<file path="src/rtl/bsc_pkg.sv">
// Shared types and codes for the banker's safety check unit.
`default_nettype none

package bsc_pkg;

  // Item modes
  typedef enum logic [1:0] {
    MODE_LOAD_ENTRY = 2'd0,
    MODE_LOAD_FREE  = 2'd1,
    MODE_RUN        = 2'd2
  } mode_e;

  // Sequencer states
  typedef enum logic [2:0] {
    ST_IDLE,
    ST_NEXT,
    ST_CHK_RD,
    ST_CHK_CMP,
    ST_REL_RD,
    ST_REL_WR,
    ST_FINISH,
    ST_FINAL
  } state_e;

  // Configuration register indexes
  localparam logic REG_PROCESS_COUNT  = 1'b0;
  localparam logic REG_RESOURCE_COUNT = 1'b1;

  localparam int CountRegWidth = 5;
  localparam int ApbAddrWidth  = 3;
  localparam int ApbDataWidth  = 32;

  typedef struct packed {
    logic [1:0]  mode;
    logic [3:0]  process_index;
    logic [3:0]  resource_index;
    logic [15:0] allocated;
    logic [15:0] maximum;
    logic [15:0] available;
  } in_item_t;

  typedef struct packed {
    logic [3:0] finished_process;
    logic       entry_valid;
    logic       safe;
    logic       last;
  } out_item_t;

endpackage

`default_nettype wire

</file>
<file path="src/rtl/bsc_cfg.sv">
// APB register file for the process and resource counts.
`default_nettype none

module bsc_cfg #(
  parameter int MAX_PROCESSES = 16,
  parameter int MAX_RESOURCES = 16,
  localparam int PCW = $clog2(MAX_PROCESSES + 1),
  localparam int RCW = $clog2(MAX_RESOURCES + 1)
) (
  input  wire logic                              clk_i,
  input  wire logic                              rst_ni,
  input  wire logic                              psel,
  input  wire logic                              penable,
  input  wire logic                              pwrite,
  input  wire logic [bsc_pkg::ApbAddrWidth-1:0]  paddr,
  input  wire logic [bsc_pkg::ApbDataWidth-1:0]  pwdata,
  output logic      [bsc_pkg::ApbDataWidth-1:0]  prdata,
  output logic                                   pready,
  output logic      [PCW-1:0]                    np_o,
  output logic      [RCW-1:0]                    nr_o
);

  logic [bsc_pkg::CountRegWidth-1:0] pcount_q, pcount_d;
  logic [bsc_pkg::CountRegWidth-1:0] rcount_q, rcount_d;
  logic                              wr_en;
  logic                              reg_sel;

  assign pready  = 1'b1;
  assign wr_en   = psel && penable && pwrite;
  assign reg_sel = paddr[2];

  // Decode the write transaction
  always_comb begin
    pcount_d = pcount_q;
    rcount_d = rcount_q;
    if (wr_en) begin
      case (reg_sel)
        bsc_pkg::REG_PROCESS_COUNT:  pcount_d = pwdata[bsc_pkg::CountRegWidth-1:0];
        bsc_pkg::REG_RESOURCE_COUNT: rcount_d = pwdata[bsc_pkg::CountRegWidth-1:0];
        default: ;
      endcase
    end
  end

  always_ff @(posedge clk_i or negedge rst_ni) begin
    if (!rst_ni) begin
      pcount_q <= bsc_pkg::CountRegWidth'(16);
      rcount_q <= bsc_pkg::CountRegWidth'(16);
    end else begin
      pcount_q <= pcount_d;
      rcount_q <= rcount_d;
    end
  end

  // Return the raw register value
  always_comb begin
    case (reg_sel)
      bsc_pkg::REG_PROCESS_COUNT:  prdata = bsc_pkg::ApbDataWidth'(pcount_q);
      bsc_pkg::REG_RESOURCE_COUNT: prdata = bsc_pkg::ApbDataWidth'(rcount_q);
      default:                     prdata = '0;
    endcase
  end

  // Clamp counts: zero acts as one, above the maximum acts as the maximum
  always_comb begin
    if (pcount_q == '0) begin
      np_o = PCW'(1);
    end else if (32'(pcount_q) > MAX_PROCESSES) begin
      np_o = PCW'(MAX_PROCESSES);
    end else begin
      np_o = PCW'(pcount_q);
    end
    if (rcount_q == '0) begin
      nr_o = RCW'(1);
    end else if (32'(rcount_q) > MAX_RESOURCES) begin
      nr_o = RCW'(MAX_RESOURCES);
    end else begin
      nr_o = RCW'(rcount_q);
    end
  end

endmodule

`default_nettype wire

</file>
<file path="config.mk">
export PLATFORM = sky130hd
export DESIGN_NAME = bsc_cfg
export DESIGN_NICKNAME = d
export VERILOG_FILES = /design/src/rtl/bsc_pkg.sv /design/src/rtl/bsc_cfg.sv
export SDC_FILE = /design/constraint.sdc
export NUM_CORES = 1
export LEC_CHECK = 0
export BUFFER_PORTS_ARGS = -buffer_cell sky130_fd_sc_hd__buf_2
export CORE_MARGIN = 5
export CORE_UTILIZATION = 30
export CTS_CLUSTER_SIZE = 14
export DETAILED_ROUTE_END_ITERATION = 12
export MAX_ROUTING_LAYER = met4
export PLACE_DENSITY = 0.83
export SYNTH_ARGS = -nofsm -noshare
export SYNTH_HDL_FRONTEND = slang
export SYNTH_SLANG_ARGS = --single-unit
export TNS_END_PERCENT = 1
</file>
<file path="constraint.sdc">
create_clock -name clk_i -period 1.5 [get_ports clk_i]
set_clock_uncertainty 0.2 [all_clocks]
set_input_delay 0.225 -clock clk_i [delete_from_list [all_inputs] [get_ports clk_i]]
set_output_delay 0.225 -clock clk_i [all_outputs]
set_load 0.1 [all_outputs]
</file>
==> results of run 1 <==
## worst max-delay path, delay by kind of cell, from the launching register on
| family | cells | cell delay (ns) |
|---|---|---|
| buffers and inverters | 1 | 0.19 |
| AND/OR/NAND/NOR | 1 | 0.38 |
| flip-flops | 1 | 0.39 |
| AO/OA/AOI/OAI | 1 | 0.17 |
## cells by family after synthesis
kind of cell	count (synthesis)	synth area share, %
AO/OA/AOI/OAI	3	1.98
buffers and inverters	33	31.1
AND/OR/NAND/NOR	11	11.9
flip-flops	10	33.3
other	2	0.989
multiplexers	14	20.8
## area by class of cell
class | count | share of cell area, %
clock buffer | 4 | 3.03
multi-input combinational | 56 | 36.5
tap | 30 | 3.13
sequential | 10 | 21.1
timing repair buffer | 36 | 35.6
inverter | 2 | 0.626
## routing by layer
metal / wire (um) / up-vias / share of wire, % / GRT usage, %
met5: 0 / - / 0 / -
met4: 7 / 0 / 0.38 / 4.75
met3: 268 / 2 / 15 / 3.46
met1: 637 / 263 / 35 / 11.4
met2: 920 / 45 / 50 / 19.3
li1: - / 250 / - / -
## cell usage after synthesis
cell type  instances
inv_1              2
o21ai_0            1
nor2b_1            6
dfstp_2            2
clkbuf_1           2
buf_4             28
a21oi_1            2
conb_1             2
dfrtp_1            8
buf_6              1
mux2_2            14
nand2_1            1
or3_1              2
nand4b_4           1
nand4_2            1
## stage by stage
| stage | hold slack (ns) | instance area, um^2 | cells |
|---|---|---|---|
| 6_report | 0.00699 | 1200 | 138 |
| 5_1_grt | 0.00457 | 1200 | 138 |
| 4_1_cts | 0.000392 | 1180 | 138 |
| 3_5_place_dp | -0.0997 | 1050 | 131 |
| 3_3_place_gp | -0.110 | 1050 | 131 |
| 2_1_floorplan | -0.271 | 900 | 99 |
## flip-flops by register name, summed over array words and instances (netlist names)
name and flops:
rcount_q 5, pcount_q 5
## repair_timing
| action | 4_1_cts | 5_1_grt |
|---|---|---|
| cloned | 0 | 0 |
| endpoints found under the hold margin | 13 | 0 |
| hold buffers | 3 | 0 |
| setup endpoints to repair | 13 | 15 |
| pin swaps | 2 | 0 |
| gates resized for setup | 16 | 4 |
## where the power goes
group	internal [mW]	leakage (nW)	switching, mW
sequential	0.339	0.117	0.0647
combinational	0.559	0.453	1.25
clock	0.147	0.0210	0.0944
## worst paths after layout
kind	startpoint	to
max	pcount_q[1]	np_o[0]
max reg2reg	pcount_q[4]	pcount_q[4]
max in group asynchronous	rst_ni	pcount_q[4]
min in group asynchronous	rst_ni	rcount_q[1]
min reg2reg	pcount_q[0]	pcount_q[0]
min	pwdata[0]	rcount_q[0]
==> out/metrics.yaml, run 1 <==
yosysWarnings: 0
die_area_mm2: 0.00364
cts_buffer_depth: 2
ant_nets: 0
final_cell_mix: "conb_1, mux2_2, buf_12"
yosysUniqueCellTypes: 15
drt-total-wl_um: 1830
fin_crit_ns: 1.82
portBuffers: 25
initial_utilization_pct: 30.9
finalPower_mw: 2.45
slowest_delay_ns: 0.39
clock_latency_ns: 0.26
cp-end-kind: "output port"
final_core_util_pct: 48.8
finalMaxSlewViolations: 0
nNetsFinal: 149
violations: "setup timing"
cts_made_buffers: 3
htreeDepth: 1
vias: 560
path_class: "register to output port"
cts_sinks: 10
place_hpwl_um: 1400
fp.dieH_um: 60.3
ys_seq_area_share_pct: 33.3
rsz0062_at_grt: "yes"
drtPass1Iterations: 2
status: "finished, violations left"
setup_tns_ns: -2.25
crit_path_start_kind: "register"
hold_path_depth: 2
regArea_um2: 253
die_width_um: 60.3
power_density_mw_per_mm2: 2040
drive_above_1_share_pct: 61.1
drt-wirelength-per-cell_um: 13.3
io_pins: 83
multi_input_area_um2: 438
fmax_ghz: 0.548
ys_ff_latch: 10
grt_max_degree: 11
synth_top_area_share_pct: 27.7
grt_pass1_vias: 597
grt_pass1_wl_um: 2800
pre_cts_slack_ns: -0.0842
slowest_stage: "dfrtp_1"
diodes: 0
clock-root-buffer: "clkbuf_4"
drv_cap: 0
setup_viol: 13
path_clk_slew_ns: 0.07
leakage_nw: 0.591
period_share_pct: 122
path_max_fanout: 2
grt_overflow: 0
num_rows: 18
antenna_found_initial: 0
mostFrequentLayoutCell: "conb_1"
reg2regPathDepth: 2
hold_viol_final: 0
dr.first_iter.drc_count: 6
crit_chain: "or3_4 > a21oi_4 > buf_12"
required_ns: 1.07
postSynthAreaPerCell_um2: 10.4
avgViaCountPerCell: 4.06
critical_path_arrival_ns: 1.40
drc: 0
gp_congestion: 0.781
post_cts_buffers: 0
fillers: 200
grt_use_total_pct: 11.1
area_growth_pct: 57.8
syn-instance-count: 73
synth_area_leaders: "buf_4, dfrtp_1, mux2_2"
hold_class: "input port to register"
setup_ws_ns: -0.324
synth_area_leader_cell: "buf_4"
ir_worst_vdd_uv: 1440
cts_tree: "yes"
coreArea_mm2: 0.00245
synthesis.area_um2: 759
rrSetupSlack_ns: 0.35
No activity file was read; power rests on OpenSTA's default activity.
==> run 2, diff against run 1 <==
CELL_PAD_IN_SITES_DETAIL_PLACEMENT = 2   (was not set)
CELL_PAD_IN_SITES_GLOBAL_PLACEMENT = 2   (was not set)
CORE_UTILIZATION = 16   (was 30)
PLACE_DENSITY = 0.88   (was 0.83)
==> run 2 against run 1 <==
  * The flow still finishes with violations (setup timing)
  * Non-clock buffer count down 1
  * Final cell count up 17%
  * Worst hold slack better by 0.035 ns
  * Sequential share of layout area down 0.17 points
  * Die area up 71%
  * First-iteration DRC count up 50%
  * Sequential power about the same
  * Wire length up 16%
  * Design area up 0.84%
==> out/metrics.yaml, run 2 (synthesis results as in run 1) <==
fin_crit_ns: 1.79  # -0.0349 ns
placed_cell_area_mm2: 0.00108  # +2.4%
status: "finished, violations left"
avgViaCountPerCell: 3.39  # -16%
final_area_mm2: 0.00121  # +0.84%
finalMaxSlewViolations: 0  # unchanged
cts_buffer_depth: 2  # unchanged
grt_overflow: 0  # unchanged
diodes: 0  # unchanged
cts_made_buffers: 3  # unchanged
die_area_mm2: 0.00622  # +71%
reg_top3: "pcount_q x5, rcount_q x5"
drc: 0  # unchanged
period_share_pct: 119  # -2.3 points
setup_tns_ns: -1.84  # +0.403 ns
num_rows: 25  # +7
htreeDepth: 1  # unchanged
portBuffers: 25  # unchanged
die_width_um: 78.9  # +31%
drt-wirelength-per-cell_um: 13.3  # -0.26%
required_ns: 1.07  # about the same
drt-total-wl_um: 2130  # +16%
fillers: 524  # +160%
gp_congestion: 0.752  # -3.7%
nNetsFinal: 148  # -0.67%
path_class: "register to output port"
ant_nets: 0  # unchanged
crit_end: "np_o[0]"
fp.dieH_um: 78.9  # +31%
rsz0062_at_grt: "yes"
area_growth_pct: 59.1
reg2reg_to: "pcount_q[2]"
grt_pass1_wl_um: 3260  # +16%
power_density_mw_per_mm2: 2050  # +0.20%
ir_worst_vdd_uv: 360  # -75%
setup_ws_ns: -0.289  # +0.0349 ns
dr.first_iter.drc_count: 9  # +3
drive_above_1_share_pct: 61.7  # +0.57 points
io_pins: 83  # unchanged
setup_viol: 14  # +1
clock_latency_ns: 0.23  # -0.03 ns
rrSetupSlack_ns: 0.39  # +0.04 ns
cts_sinks: 10  # unchanged
initial_utilization_pct: 16.3  # -15 points
critPathLaunch: "pcount_q[2]"
reg2regPathDepth: 2  # unchanged
path_clk_slew_ns: 0.05  # -0.02 ns
drtPass1Iterations: 2  # unchanged
cts_tree: "yes"
grt_max_degree: 11  # unchanged
r2r-start: "pcount_q[2]"
leakage_nw: 0.578  # -2.2%
antenna_found_initial: 0  # unchanged
path_max_fanout: 2  # unchanged
grt_pass1_vias: 642  # +7.5%
coreArea_mm2: 0.00466  # +90%
critical_path_arrival_ns: 1.36  # -0.04 ns
hold_viol_final: 0  # unchanged
drv_cap: 0  # unchanged
clock-root-buffer: "clkbuf_8"
final_cell_mix: "conb_1, mux2_2, buf_12"
hold_class: "input port to register"
vias: 546  # -2.5%
fmax_ghz: 0.559  # +2.0%
mostFrequentLayoutCell: "conb_1"
cp-end-kind: "output port"
grt_use_total_pct: 7.10  # -4.0 points
place_hpwl_um: 1840  # +32%
crit_path_start_kind: "register"
violations: "setup timing"
-- run 2: cell types whose count changed in the layout (fill, tap and decap cells not counted), moves of 2 or more --
cell | before | now
clkbuf_4 | 3 | 0
nor2b_4 | 3 | 0
buf_6 | 3 | 6
dlygate4sd3_1 | 3 | 1
clkbuf_8 | 1 | 3
nor2b_2 | 3 | 6
-- run 2: worst min path at each step --
stage	cells after the start	to	start	slack [ns]
2_1_floorplan	0	pcount_q[0]	rst_ni	-0.27
3_3_place_gp	1	pcount_q[0]	rst_ni	-0.11
3_5_place_dp	1	pcount_q[0]	rst_ni	-0.11
4_1_cts	2	rcount_q[1]	pwdata[1]	0.04
5_1_grt	2	pcount_q[0]	pwdata[0]	0.03
6_report	2	rcount_q[1]	pwdata[1]	0.04
-- run 2: metrics by stage --
stage / hold slack (ns) / cells / utilization (%) / setup WS [ns] / power, mW
after CTS: 0.0426 / 161 / 25.9 / -0.305 / 2.50
after global routing: 0.0338 / 161 / 25.9 / -0.342 / 2.56
after global placement: -0.108 / 156 / 23.2 / -0.0764 / 2.07
after floorplan: -0.271 / 99 / - / -0.382 / 1.67
after detailed placement: -0.108 / 156 / 23.2 / -0.107 / 2.10
final: 0.0418 / 161 / 25.9 / -0.289 / 2.48
-- run 2: final cells by class --
| cell class | instances | area (um^2) | area share (%) |
|---|---|---|---|
| multi-input combinational | 56 | 423 | 35.0 |
| timing repair buffer | 35 | 413 | 34.2 |
| sequential | 10 | 253 | 20.9 |
| tap | 54 | 67.6 | 5.59 |
| clock buffer | 4 | 45.0 | 3.73 |
| inverter | 2 | 7.51 | 0.621 |
-- run 2: critical path: stages, from the launching register on --
cell and delay, ns:
dfrtp_1 0.39, or3_4 0.40, a21oi_4 0.16, buf_12 0.19
-- run 2: where the power goes --
part,leakage (nW),switching [mW],internal [mW]
Sequential,0.117,0.0631,0.341
Clock,0.0228,0.0990,0.185
Combinational,0.438,1.24,0.545
-- run 2: repair_timing --
item,4_1_cts,5_1_grt
pin swaps,4,0
hold buffers,1,0
resized for setup,20,0
endpoints found under the hold margin,10,0
setup buffers,0,0
endpoints found under the setup margin,14,14
-- run 2: layer usage --
metal | wire [um] | track usage, %
met4 | 23 | 2.06
met2 | 1230 | 13.6
met1 | 740 | 6.92
met3 | 142 | 2.04
met5 | 0 | -
